$ cat src/lqs_pkg.sv
package lqs_pkg;

  // Default geometry of the block.
  parameter int unsigned MaxItemsDef  = 32;
  parameter int unsigned DataWidthDef = 32;

  // Fixed width of the value fields on both channels.
  parameter int unsigned ValueW = 32;

  // Commands from the controller to the datapath. At most one is set per cycle.
  typedef struct packed {
    logic load;        // store the accepted element
    logic push_root;   // push the whole block as the first range
    logic pop;         // pop a range and read it from the stack
    logic take_range;  // latch lo/hi, start the scan, read the pivot entry
    logic take_pivot;  // latch the pivot, read the first scan entry
    logic step_skip;   // entry not below the pivot, advance the scan
    logic swap_rd;     // keep the scan entry, read the entry at the store index
    logic swap_wr_j;   // write the store-index entry to the scan index
    logic swap_wr_i;   // write the kept entry to the store index, advance both
    logic fin_rd;      // read the entry at the final pivot place
    logic fin_wr_hi;   // move that entry to the top of the range
    logic fin_wr_i;    // write the pivot into its final place
    logic push_a;      // push the first of the two sub-ranges
    logic push_b;      // push the second of the two sub-ranges
    logic out_start;   // start reading the sorted block
    logic out_load;    // move one sorted element to the output register
  } cmd_t;

  // Status from the datapath to the controller.
  typedef struct packed {
    logic cnt_lt2;     // fewer than two elements are stored
    logic sp_zero;     // the range stack is empty
    logic scan_done;   // the scan has reached the pivot entry
    logic less;        // the scanned entry is below the pivot
    logic out_free;    // the output register can take an element
    logic out_final;   // the element being emitted is the final one
  } status_t;

endpackage

$ cat src/lqs_in_if.sv
interface lqs_in_if;
  logic                              valid;
  logic                              ready;
  logic signed [lqs_pkg::ValueW-1:0] value;
  logic                              last;

  modport source (output valid, output value, output last, input ready);
  modport sink   (input valid, input value, input last, output ready);
endinterface

$ cat src/lqs_out_if.sv
interface lqs_out_if;
  logic                              valid;
  logic                              ready;
  logic signed [lqs_pkg::ValueW-1:0] sorted_value;
  logic                              last_out;

  modport source (output valid, output sorted_value, output last_out, input ready);
  modport sink   (input valid, input sorted_value, input last_out, output ready);
endinterface

$ cat src/lqs_datapath.sv
module lqs_datapath #(
  parameter int unsigned MAX_ITEMS  = lqs_pkg::MaxItemsDef,
  parameter int unsigned DATA_WIDTH = lqs_pkg::DataWidthDef
) (
  input  logic                              clk_i,
  input  logic                              rst_ni,
  input  lqs_pkg::cmd_t                     cmd_i,
  output lqs_pkg::status_t                  status_o,
  input  logic signed [lqs_pkg::ValueW-1:0] in_value_i,
  input  logic                              out_ready_i,
  output logic                              out_valid_o,
  output logic signed [lqs_pkg::ValueW-1:0] out_value_o,
  output logic                              out_last_o
);

  localparam int unsigned IdxW = $clog2(MAX_ITEMS);
  localparam int unsigned CntW = $clog2(MAX_ITEMS + 1);
  localparam int unsigned SeW  = 2 * IdxW;

  logic [DATA_WIDTH-1:0] elem_mem [MAX_ITEMS];
  logic [SeW-1:0]        stack_mem [MAX_ITEMS];

  logic [CntW-1:0]       cnt_q, sp_q;
  logic [IdxW-1:0]       lo_q, hi_q, i_q, j_q, k_q;
  logic [DATA_WIDTH-1:0] pivot_q, tmp_q, rdata_q;
  logic [SeW-1:0]        srdata_q;
  logic                  out_valid_q, out_last_q;
  logic [lqs_pkg::ValueW-1:0] out_value_q;

  logic [DATA_WIDTH-1:0] in_ext;
  logic                  not_full, stack_room;
  logic                  rd_en, wr_en, srd_en, swr_en;
  logic [IdxW-1:0]       rd_addr, wr_addr, srd_addr, swr_addr;
  logic [DATA_WIDTH-1:0] wr_data;
  logic [SeW-1:0]        swr_data;
  logic [IdxW-1:0]       s_lo, s_hi;
  logic [CntW-1:0]       sp_m1;
  logic [IdxW:0]         p_x, lo_x, hi_x;
  logic                  left_ok, right_ok, left_first;
  logic [SeW-1:0]        left_e, right_e;

  // Sign-extend or truncate the incoming value to the stored width.
  assign in_ext     = DATA_WIDTH'(in_value_i);
  assign not_full   = cnt_q < CntW'(MAX_ITEMS);
  assign stack_room = sp_q < CntW'(MAX_ITEMS);
  assign s_lo       = srdata_q[SeW-1:IdxW];
  assign s_hi       = srdata_q[IdxW-1:0];
  assign sp_m1      = sp_q - CntW'(1);

  // Sub-ranges left after the pivot lands at index i.
  assign p_x        = {1'b0, i_q};
  assign lo_x       = {1'b0, lo_q};
  assign hi_x       = {1'b0, hi_q};
  assign left_ok    = p_x > (lo_x + (IdxW + 1)'(1));
  assign right_ok   = (p_x + (IdxW + 1)'(1)) < hi_x;
  assign left_first = (p_x - lo_x) > (hi_x - p_x);
  assign left_e     = {lo_q, IdxW'(p_x - (IdxW + 1)'(1))};
  assign right_e    = {IdxW'(p_x + (IdxW + 1)'(1)), hi_q};

  assign status_o.cnt_lt2   = cnt_q < CntW'(2);
  assign status_o.sp_zero   = sp_q == '0;
  assign status_o.scan_done = j_q == hi_q;
  assign status_o.less      = $signed(rdata_q) < $signed(pivot_q);
  assign status_o.out_free  = !out_valid_q || out_ready_i;
  assign status_o.out_final = CntW'(k_q) == (cnt_q - CntW'(1));

  always_comb begin
    rd_en   = 1'b0;
    rd_addr = '0;
    wr_en   = 1'b0;
    wr_addr = '0;
    wr_data = '0;
    if (cmd_i.take_range) begin
      rd_en   = 1'b1;
      rd_addr = s_hi;
    end
    if (cmd_i.take_pivot) begin
      rd_en   = 1'b1;
      rd_addr = j_q;
    end
    if (cmd_i.step_skip || cmd_i.swap_wr_i) begin
      rd_en   = 1'b1;
      rd_addr = j_q + IdxW'(1);
    end
    if (cmd_i.swap_rd || cmd_i.fin_rd) begin
      rd_en   = 1'b1;
      rd_addr = i_q;
    end
    if (cmd_i.out_start) begin
      rd_en   = 1'b1;
      rd_addr = '0;
    end
    if (cmd_i.out_load) begin
      rd_en   = 1'b1;
      rd_addr = k_q + IdxW'(1);
    end
    if (cmd_i.load && not_full) begin
      wr_en   = 1'b1;
      wr_addr = cnt_q[IdxW-1:0];
      wr_data = in_ext;
    end
    if (cmd_i.swap_wr_j) begin
      wr_en   = 1'b1;
      wr_addr = j_q;
      wr_data = rdata_q;
    end
    if (cmd_i.swap_wr_i) begin
      wr_en   = 1'b1;
      wr_addr = i_q;
      wr_data = tmp_q;
    end
    if (cmd_i.fin_wr_hi) begin
      wr_en   = 1'b1;
      wr_addr = hi_q;
      wr_data = rdata_q;
    end
    if (cmd_i.fin_wr_i) begin
      wr_en   = 1'b1;
      wr_addr = i_q;
      wr_data = pivot_q;
    end
  end

  always_comb begin
    srd_en   = cmd_i.pop;
    srd_addr = sp_m1[IdxW-1:0];
    swr_en   = 1'b0;
    swr_addr = sp_q[IdxW-1:0];
    swr_data = '0;
    if (cmd_i.push_root) begin
      swr_en   = 1'b1;
      swr_addr = '0;
      swr_data = {IdxW'(0), IdxW'(cnt_q - CntW'(1))};
    end
    if (cmd_i.push_a) begin
      swr_en   = (left_first ? left_ok : right_ok) && stack_room;
      swr_data = left_first ? left_e : right_e;
    end
    if (cmd_i.push_b) begin
      swr_en   = (left_first ? right_ok : left_ok) && stack_room;
      swr_data = left_first ? right_e : left_e;
    end
  end

  always_ff @(posedge clk_i) begin
    if (wr_en) begin
      elem_mem[wr_addr] <= wr_data;
    end
    if (rd_en) begin
      rdata_q <= elem_mem[rd_addr];
    end
  end

  always_ff @(posedge clk_i) begin
    if (swr_en) begin
      stack_mem[swr_addr] <= swr_data;
    end
    if (srd_en) begin
      srdata_q <= stack_mem[srd_addr];
    end
  end

  always_ff @(posedge clk_i or negedge rst_ni) begin
    if (!rst_ni) begin
      cnt_q       <= '0;
      sp_q        <= '0;
      lo_q        <= '0;
      hi_q        <= '0;
      i_q         <= '0;
      j_q         <= '0;
      k_q         <= '0;
      pivot_q     <= '0;
      out_valid_q <= 1'b0;
    end else begin
      if (cmd_i.load && not_full) begin
        cnt_q <= cnt_q + CntW'(1);
      end
      if (cmd_i.push_root) begin
        sp_q <= CntW'(1);
      end
      if (cmd_i.pop) begin
        sp_q <= sp_m1;
      end
      if (swr_en && !cmd_i.push_root) begin
        sp_q <= sp_q + CntW'(1);
      end
      if (cmd_i.take_range) begin
        lo_q <= s_lo;
        hi_q <= s_hi;
        i_q  <= s_lo;
        j_q  <= s_lo;
      end
      if (cmd_i.take_pivot) begin
        pivot_q <= rdata_q;
      end
      if (cmd_i.step_skip) begin
        j_q <= j_q + IdxW'(1);
      end
      if (cmd_i.swap_wr_i) begin
        i_q <= i_q + IdxW'(1);
        j_q <= j_q + IdxW'(1);
      end
      if (cmd_i.out_start) begin
        k_q <= '0;
      end
      if (cmd_i.out_load) begin
        k_q         <= k_q + IdxW'(1);
        out_valid_q <= 1'b1;
        if (status_o.out_final) begin
          cnt_q <= '0;
        end
      end else if (out_ready_i) begin
        out_valid_q <= 1'b0;
      end
    end
  end

  always_ff @(posedge clk_i) begin
    if (cmd_i.swap_rd) begin
      tmp_q <= rdata_q;
    end
    if (cmd_i.out_load) begin
      out_value_q <= lqs_pkg::ValueW'(rdata_q);
      out_last_q  <= status_o.out_final;
    end
  end

  assign out_valid_o = out_valid_q;
  assign out_value_o = out_value_q;
  assign out_last_o  = out_last_q;

endmodule

$ cat src/lqs_ctrl.sv
module lqs_ctrl (
  input  logic             clk_i,
  input  logic             rst_ni,
  input  logic             in_valid_i,
  input  logic             in_last_i,
  output logic             in_ready_o,
  input  lqs_pkg::status_t status_i,
  output lqs_pkg::cmd_t    cmd_o
);

  typedef enum logic [12:0] {
    S_LOAD  = 13'h0001,
    S_START = 13'h0002,
    S_POP   = 13'h0004,
    S_RANGE = 13'h0008,
    S_PIVOT = 13'h0010,
    S_SCAN  = 13'h0020,
    S_SW1   = 13'h0040,
    S_SW2   = 13'h0080,
    S_FIN1  = 13'h0100,
    S_FIN2  = 13'h0200,
    S_PUSHA = 13'h0400,
    S_PUSHB = 13'h0800,
    S_OUT   = 13'h1000
  } state_e;

  state_e state_q, state_d;

  assign in_ready_o = state_q == S_LOAD;

  always_comb begin
    state_d = state_q;
    cmd_o   = '0;
    case (state_q)
      S_LOAD: begin
        if (in_valid_i) begin
          cmd_o.load = 1'b1;
          if (in_last_i) begin
            state_d = S_START;
          end
        end
      end
      S_START: begin
        if (status_i.cnt_lt2) begin
          cmd_o.out_start = 1'b1;
          state_d         = S_OUT;
        end else begin
          cmd_o.push_root = 1'b1;
          state_d         = S_POP;
        end
      end
      S_POP: begin
        if (status_i.sp_zero) begin
          cmd_o.out_start = 1'b1;
          state_d         = S_OUT;
        end else begin
          cmd_o.pop = 1'b1;
          state_d   = S_RANGE;
        end
      end
      S_RANGE: begin
        cmd_o.take_range = 1'b1;
        state_d          = S_PIVOT;
      end
      S_PIVOT: begin
        cmd_o.take_pivot = 1'b1;
        state_d          = S_SCAN;
      end
      S_SCAN: begin
        if (status_i.scan_done) begin
          cmd_o.fin_rd = 1'b1;
          state_d      = S_FIN1;
        end else if (status_i.less) begin
          cmd_o.swap_rd = 1'b1;
          state_d       = S_SW1;
        end else begin
          cmd_o.step_skip = 1'b1;
        end
      end
      S_SW1: begin
        cmd_o.swap_wr_j = 1'b1;
        state_d         = S_SW2;
      end
      S_SW2: begin
        cmd_o.swap_wr_i = 1'b1;
        state_d         = S_SCAN;
      end
      S_FIN1: begin
        cmd_o.fin_wr_hi = 1'b1;
        state_d         = S_FIN2;
      end
      S_FIN2: begin
        cmd_o.fin_wr_i = 1'b1;
        state_d        = S_PUSHA;
      end
      S_PUSHA: begin
        cmd_o.push_a = 1'b1;
        state_d      = S_PUSHB;
      end
      S_PUSHB: begin
        cmd_o.push_b = 1'b1;
        state_d      = S_POP;
      end
      S_OUT: begin
        if (status_i.out_free) begin
          cmd_o.out_load = 1'b1;
          if (status_i.out_final) begin
            state_d = S_LOAD;
          end
        end
      end
      default: begin
        state_d = S_LOAD;
      end
    endcase
  end

  always_ff @(posedge clk_i or negedge rst_ni) begin
    if (!rst_ni) begin
      state_q <= S_LOAD;
    end else begin
      state_q <= state_d;
    end
  end

endmodule

$ cat src/lomuto_quicksort_unit.sv
// Block sorter: elements arrive one per input transaction, one per cycle, and the one
// flagged last closes the block. Up to MAX_ITEMS elements are kept; further ones are
// dropped, but a dropped element that carries last still closes the block. The block
// is then sorted ascending as signed DATA_WIDTH-bit values by Lomuto-partition
// quicksort, and every kept element leaves in order on the output channel, one per
// cycle while the sink is ready, with last_out on the final one. Sorting runs on an
// element memory with one read port, one write port and registered read, so its time
// is set by the read port: each range is popped, its pivot read and its entries
// scanned, where an entry that is not below the pivot is skipped and one below it is
// swapped forward by a read, a write to the scan index and a write to the store
// index; the pivot then moves into its final place and the sub-ranges are pushed.
// Already ordered input is the slowest case. No input is taken from the closing
// element until the final sorted element has been moved to the output register; that
// register lets the next block load while the last result still waits to be taken.
module lomuto_quicksort_unit #(
  parameter int unsigned MAX_ITEMS  = lqs_pkg::MaxItemsDef,
  parameter int unsigned DATA_WIDTH = lqs_pkg::DataWidthDef
) (
  input  logic      clk_i,
  input  logic      rst_ni,
  lqs_in_if.sink    in_i,
  lqs_out_if.source out_o
);

  lqs_pkg::cmd_t    cmd;
  lqs_pkg::status_t status;

  // The controller sequences loading, partitioning, the range stack and emission.
  lqs_ctrl u_ctrl (
    .clk_i      (clk_i),
    .rst_ni     (rst_ni),
    .in_valid_i (in_i.valid),
    .in_last_i  (in_i.last),
    .in_ready_o (in_i.ready),
    .status_i   (status),
    .cmd_o      (cmd)
  );

  // The datapath holds the element store, the range stack, the scan indices,
  // the pivot and the output register.
  lqs_datapath #(
    .MAX_ITEMS  (MAX_ITEMS),
    .DATA_WIDTH (DATA_WIDTH)
  ) u_datapath (
    .clk_i       (clk_i),
    .rst_ni      (rst_ni),
    .cmd_i       (cmd),
    .status_o    (status),
    .in_value_i  (in_i.value),
    .out_ready_i (out_o.ready),
    .out_valid_o (out_o.valid),
    .out_value_o (out_o.sorted_value),
    .out_last_o  (out_o.last_out)
  );

endmodule

$ cat src/flat_wrapper.sv
// flat-port wrapper written by rule: the top's interface ports become plain ports
module lomuto_quicksort_unit_flat 
#(
  parameter int unsigned MAX_ITEMS  = lqs_pkg::MaxItemsDef,
  parameter int unsigned DATA_WIDTH = lqs_pkg::DataWidthDef
)
  (clk_i, rst_ni, in_i_valid, in_i_value, in_i_last, in_i_ready, out_o_valid, out_o_sorted_value, out_o_last_out, out_o_ready);
  lqs_in_if in_i_i ();
  lqs_out_if out_o_i ();
  input  logic clk_i;
  input  logic rst_ni;
  input wire logic [$bits(in_i_i.valid)-1:0] in_i_valid;
  input wire logic [$bits(in_i_i.value)-1:0] in_i_value;
  input wire logic [$bits(in_i_i.last)-1:0] in_i_last;
  output wire logic [$bits(in_i_i.ready)-1:0] in_i_ready;
  output wire logic [$bits(out_o_i.valid)-1:0] out_o_valid;
  output wire logic [$bits(out_o_i.sorted_value)-1:0] out_o_sorted_value;
  output wire logic [$bits(out_o_i.last_out)-1:0] out_o_last_out;
  input wire logic [$bits(out_o_i.ready)-1:0] out_o_ready;
  assign in_i_i.valid = in_i_valid;
  assign in_i_i.value = in_i_value;
  assign in_i_i.last = in_i_last;
  assign in_i_ready = in_i_i.ready;
  assign out_o_valid = out_o_i.valid;
  assign out_o_sorted_value = out_o_i.sorted_value;
  assign out_o_last_out = out_o_i.last_out;
  assign out_o_i.ready = out_o_ready;
  lomuto_quicksort_unit #(.MAX_ITEMS(MAX_ITEMS), .DATA_WIDTH(DATA_WIDTH)) u_core (.clk_i(clk_i), .rst_ni(rst_ni), .in_i(in_i_i), .out_o(out_o_i));
endmodule
$ cat config.mk
export PLATFORM = sky130hd
export DESIGN_NAME = lomuto_quicksort_unit_flat
export DESIGN_NICKNAME = d
export VERILOG_FILES = /design/src/lqs_pkg.sv /design/src/lqs_in_if.sv /design/src/lqs_out_if.sv /design/src/lqs_datapath.sv /design/src/lqs_ctrl.sv /design/src/lomuto_quicksort_unit.sv /design/src/flat_wrapper.sv
export SDC_FILE = /design/constraint.sdc
export NUM_CORES = 2
export LEC_CHECK = 0
export ABC_AREA = 1
export BUFFER_PORTS_ARGS = -buffer_cell sky130_fd_sc_hd__buf_4
export CAP_MARGIN = 40
export CORE_UTILIZATION = 45
export CTS_CLUSTER_SIZE = 10
export DETAILED_ROUTE_END_ITERATION = 16
export PLACE_DENSITY = 0.67
export SYNTH_ARGS = -nofsm -noshare
export SYNTH_HDL_FRONTEND = slang
export SYNTH_HIERARCHICAL = 1
export SYNTH_SLANG_ARGS = --single-unit
$ cat constraint.sdc
create_clock -name clk_i -period 9.8 [get_ports clk_i]
set_clock_uncertainty 0.05 [all_clocks]
set_input_delay 1.96 -clock clk_i [delete_from_list [all_inputs] [get_ports clk_i]]
set_output_delay 1.96 -clock clk_i [all_outputs]
set_load 0.01 [all_outputs]
==> impl_metrics.yaml <==
status:
  outcome: "finished, final reports clean"
grt:
  grt_max_degree: 195
  grt_first_pass_wirelength_mm: 284
  grt_pass1_vias: 45300
  grt_overflow: 0
  antenna_found_initial: 1
  track_usage_pct: 24.7
logic_synthesis:
  yosys-top-cells-area: "edfxtp_1, nand3_1, nand2_1"
  synthCells: 6250
  synth_area_um2: 68200
  synth_area_leader_cell: "edfxtp_1"
  synthesis.nets: 6355
  seq_area_frac_synth_pct: 66.9
  yosysWarnings: 6
  synth.avg_cell_area_um2: 10.9
  ys_types: 54
  synth_top_cell_area_share_pct: 63.9
  ys_seq_elements: 1534
detailed_routing:
  viasPerCell: 5.76
  drt_iter0_drc: 6054
  dr.pass1.iters: 7
  route.detailed.drc: 0
  ant_nets: 0
  wl_per_cell_um: 22.9
  vias: 48200
  totalWireLength_mm: 192
layout:
  syn_to_final_growth_pct: 12.5
  drive_above_1_share_pct: 8.64
  finalNonFillerCells: 8370
  final_area_um2: 76700
  fin_nets: 6375
  n_antenna_cell: 0
floorplanning:
  die_h_um: 391
  coreArea_um2: 150000
  boundaryPins: 72
  die_area_um2: 153000
  start_util_pct: 45.4
  rows: 142
  die_w_um: 391
timing:
  setup_viol: 0
  drv_slew: 0
  tns_ps: 0
  post-route-period-util_pct: 65.8
  tightest_slew_ps: 1220
  slew_headroom_pct: 18.8
  setup_slack_ps: 3350
  holdWs_ps: 438
  hold_viol_final: 0
  grt_setup_unrepaired: "no"
  fin_crit_ps: 6450
  fmax_ghz: 0.155
setup_path:
  cp_slowest_cell: "buf_4"
  worstReg2RegStart: "u_core/u_datapath/rdata_q[31]$_DFFE_PP_"
  critPathRequiredTime_ps: 10220
  r2r_end: "u_core/u_datapath/rdata_q[25]$_DFFE_PP_"
  critPathMaxStageDelay_ps: 770
  reg2reg_depth: 27
  reg2reg_slack_ps: 3350
  crit_fanout: 121
  arrival_ps: 6870
  critPathBufInv: 4
  crit_type: "flop to flop"
  worstSetupEndpointType: "flop"
  crit_path_start_kind: "flop"
  cpMostUsedCell: "nand2_1"
  crit_family: "simple AND/OR/NAND/NOR gates"
cts:
  numCtsBuffers: 173
  postCtsHoldBufs: 0
  clockRootBuffer: "clkbuf_16"
  cts_tree: "built"
  ctsResizeCount: 0
  cts_sinks: 1534
  postCtsSetupBuffers: 0
  h-tree-depth: 4
  ctsLongestPathBuffers: 3
  clkLatencyLatePin_ps: 800
  cts.clk_slew.worst_paths_ps: 60
placed_design:
  gp_congestion: 0.891
  dp_slack_ps: 3560
  place.port_buffers: 71
  dpl.cell_count: 8111
  place_hpwl_mm: 104
  placed_cell_area_um2: 71700
worst_hold_path:
  whs_path_depth: 2
  hold_path_startpoint: "u_core/u_datapath/srdata_q[3]$_DFFE_PP_"
  min_path_type: "flop to flop"
  worstHoldEndpoint: "u_core/u_datapath/hi_q[3]$_DFFE_PN0P_"
pwr:
  power_density_nw_per_um2: 235
  p_leak_nw: 29.4
  vdd_drop_max_mv: 0.254
run:
  drv_cap: 0
==> report_power, final <==
group / leakage (nW) / internal (mW) / switching [mW]
sequential: 14.4 / 7.62 / 0.225
combinational: 12.6 / 1.27 / 3.02
clock: 2.40 / 3.36 / 2.52
==> kinds of logic (layout without fill, tap and decap cells) <==
family / Yosys count / in the layout / synth area share [%]
simple gates: 3035 / 3035 / 20.2
flops: 1534 / 1534 / 66.9
buf+inv: 1026 / 1130 / 6.07
compound gates: 533 / 533 / 4.78
fa+ha+maj: 68 / 68 / 1.27
xor+xnor: 33 / 33 / 0.424
mux: 21 / 21 / 0.308
==> synthesized netlist by cell type, drive strengths merged <==
cell type and number:
a211oi 2, a21o 2, a21oi 67, a22o 2
a22oi 25, a31oi 3, and2 1, buf 229
clkbuf 164, clkinv 4, dfrtp 82, dfstp 1
edfxtp 1451, fa 2, ha 66, inv 629
mux2i 21, nand2 1309, nand3 1120, nand3b 194
nand4 13, nor2 362, nor3 23, nor3b 2
nor4 6, o211ai 38, o21a 1, o21ai 285
o21bai 1, o221ai 39, o22ai 7, o311ai 1
o31ai 1, o32ai 59, or2 5, xnor2 8
xor2 25
==> cell type report <==
type                            count  area (um^2)
Clock buffer                      246         4730
Clock inverter                     13          275
Fill cell                       12900        73400
Inverter                          633         2380
Multi-Input combinational cell   3690        18900
Sequential cell                  1534        45700
Tap cell                         2016         2520
Timing Repair Buffer              238         2200
==> sequential cells by signal, indices dropped and copies added (netlist names), 5 cells and up <==
name and flops:
u_core/u_ctrl/state_q 13, u_core/u_datapath/cnt_q 6, u_core/u_datapath/elem_mem 1024, u_core/u_datapath/hi_q 5
u_core/u_datapath/i_q 5, u_core/u_datapath/j_q 5, u_core/u_datapath/k_q 5, u_core/u_datapath/lo_q 5
u_core/u_datapath/out_value_o 32, u_core/u_datapath/pivot_q 32, u_core/u_datapath/rdata_q 32, u_core/u_datapath/sp_q 6
u_core/u_datapath/srdata_q 10, u_core/u_datapath/stack_mem 320, u_core/u_datapath/tmp_q 32
==> how the worst max path moves through the flow <==
stage	slack, ps	end	start	cells after the start
2_1_floorplan	3600	u_core/u_datapath/elem_mem[1][0]$_DFFE_PP_	in_i_valid	13
6_report	3350	u_core/u_datapath/rdata_q[25]$_DFFE_PP_	u_core/u_datapath/rdata_q[31]$_DFFE_PP_	27
5_1_grt	3030	u_core/u_datapath/rdata_q[25]$_DFFE_PP_	u_core/u_datapath/rdata_q[31]$_DFFE_PP_	27
3_5_place_dp	3560	u_core/u_datapath/rdata_q[25]$_DFFE_PP_	u_core/u_datapath/rdata_q[31]$_DFFE_PP_	27
3_3_place_gp	3400	u_core/u_datapath/rdata_q[25]$_DFFE_PP_	u_core/u_datapath/rdata_q[31]$_DFFE_PP_	26
4_1_cts	3500	u_core/u_datapath/rdata_q[25]$_DFFE_PP_	u_core/u_datapath/rdata_q[31]$_DFFE_PP_	27
==> per-stage QoR <==
stage / util (%) / total power [mW]
floorplan: - / 10.7
global placement: 47.3 / 12.0
detailed placement: 47.8 / 12.2
CTS: 51.1 / 18.0
global route: 51.1 / 18.8
finish: 51.1 / 18.0
==> per-layer routing <==
metal / global-route usage, % / share of wire [%] / vias to the layer above
met5: 0 / 0.0068 / -
met2: 40.1 / 47 / 2560
li1: - / - / 21700
met3: 4.37 / 9.5 / 445
met4: 10.5 / 4.2 / 2
met1: 32.7 / 39 / 23500
==> worst reg2reg max path, cell delays in order, from the launching register on <==
cell      delay (ps)
edfxtp_1         560
ha_1             440
nand2_1          100
nor2_1           140
nand4_1          110
nor4_1           300
nand2_1          100
nand2_1          100
xor2_1           260
inv_1            130
nand2_1          190
nor2_8            80
nor2_4           250
inv_1            100
nand2_1           90
nand2_1           60
nand2_1          150
nand2_8          350
nand2_8          300
buf_16           360
buf_4           1010
nand2_1          150
nand3_1          100
nand3_1           90
nand3_1          120
nand2_1          110
nand2_1           70
nand2_1          240
==> cells in the final DEF, fill, tap and decap left out, drive strengths merged <==
master	Yosys	routed
o21bai	1	1
o221ai	39	39
clkinvlp	0	1
ha	66	66
o22ai	7	7
o311ai	1	1
nand3b	194	194
a22oi	25	25
nor3b	2	2
xnor2	8	8
buf	229	238
o31ai	1	1
or2	5	5
nor2	362	362
a211oi	2	2
o21a	1	1
nand2	1309	1309
nor3	23	23
bufinv	0	1
a21o	2	2
o21ai	285	285
dfrtp	82	82
clkbuf	164	246
inv	629	633
edfxtp	1451	1451
clkinv	4	11
a31oi	3	3
a21oi	67	67
a22o	2	2
o32ai	59	59
xor2	25	25
and2	1	1
nor4	6	6
mux2i	21	21
nand4	13	13
dfstp	1	1
o211ai	38	38
nand3	1120	1120
fa	2	2
No activity file was read; power rests on OpenSTA's default activity.
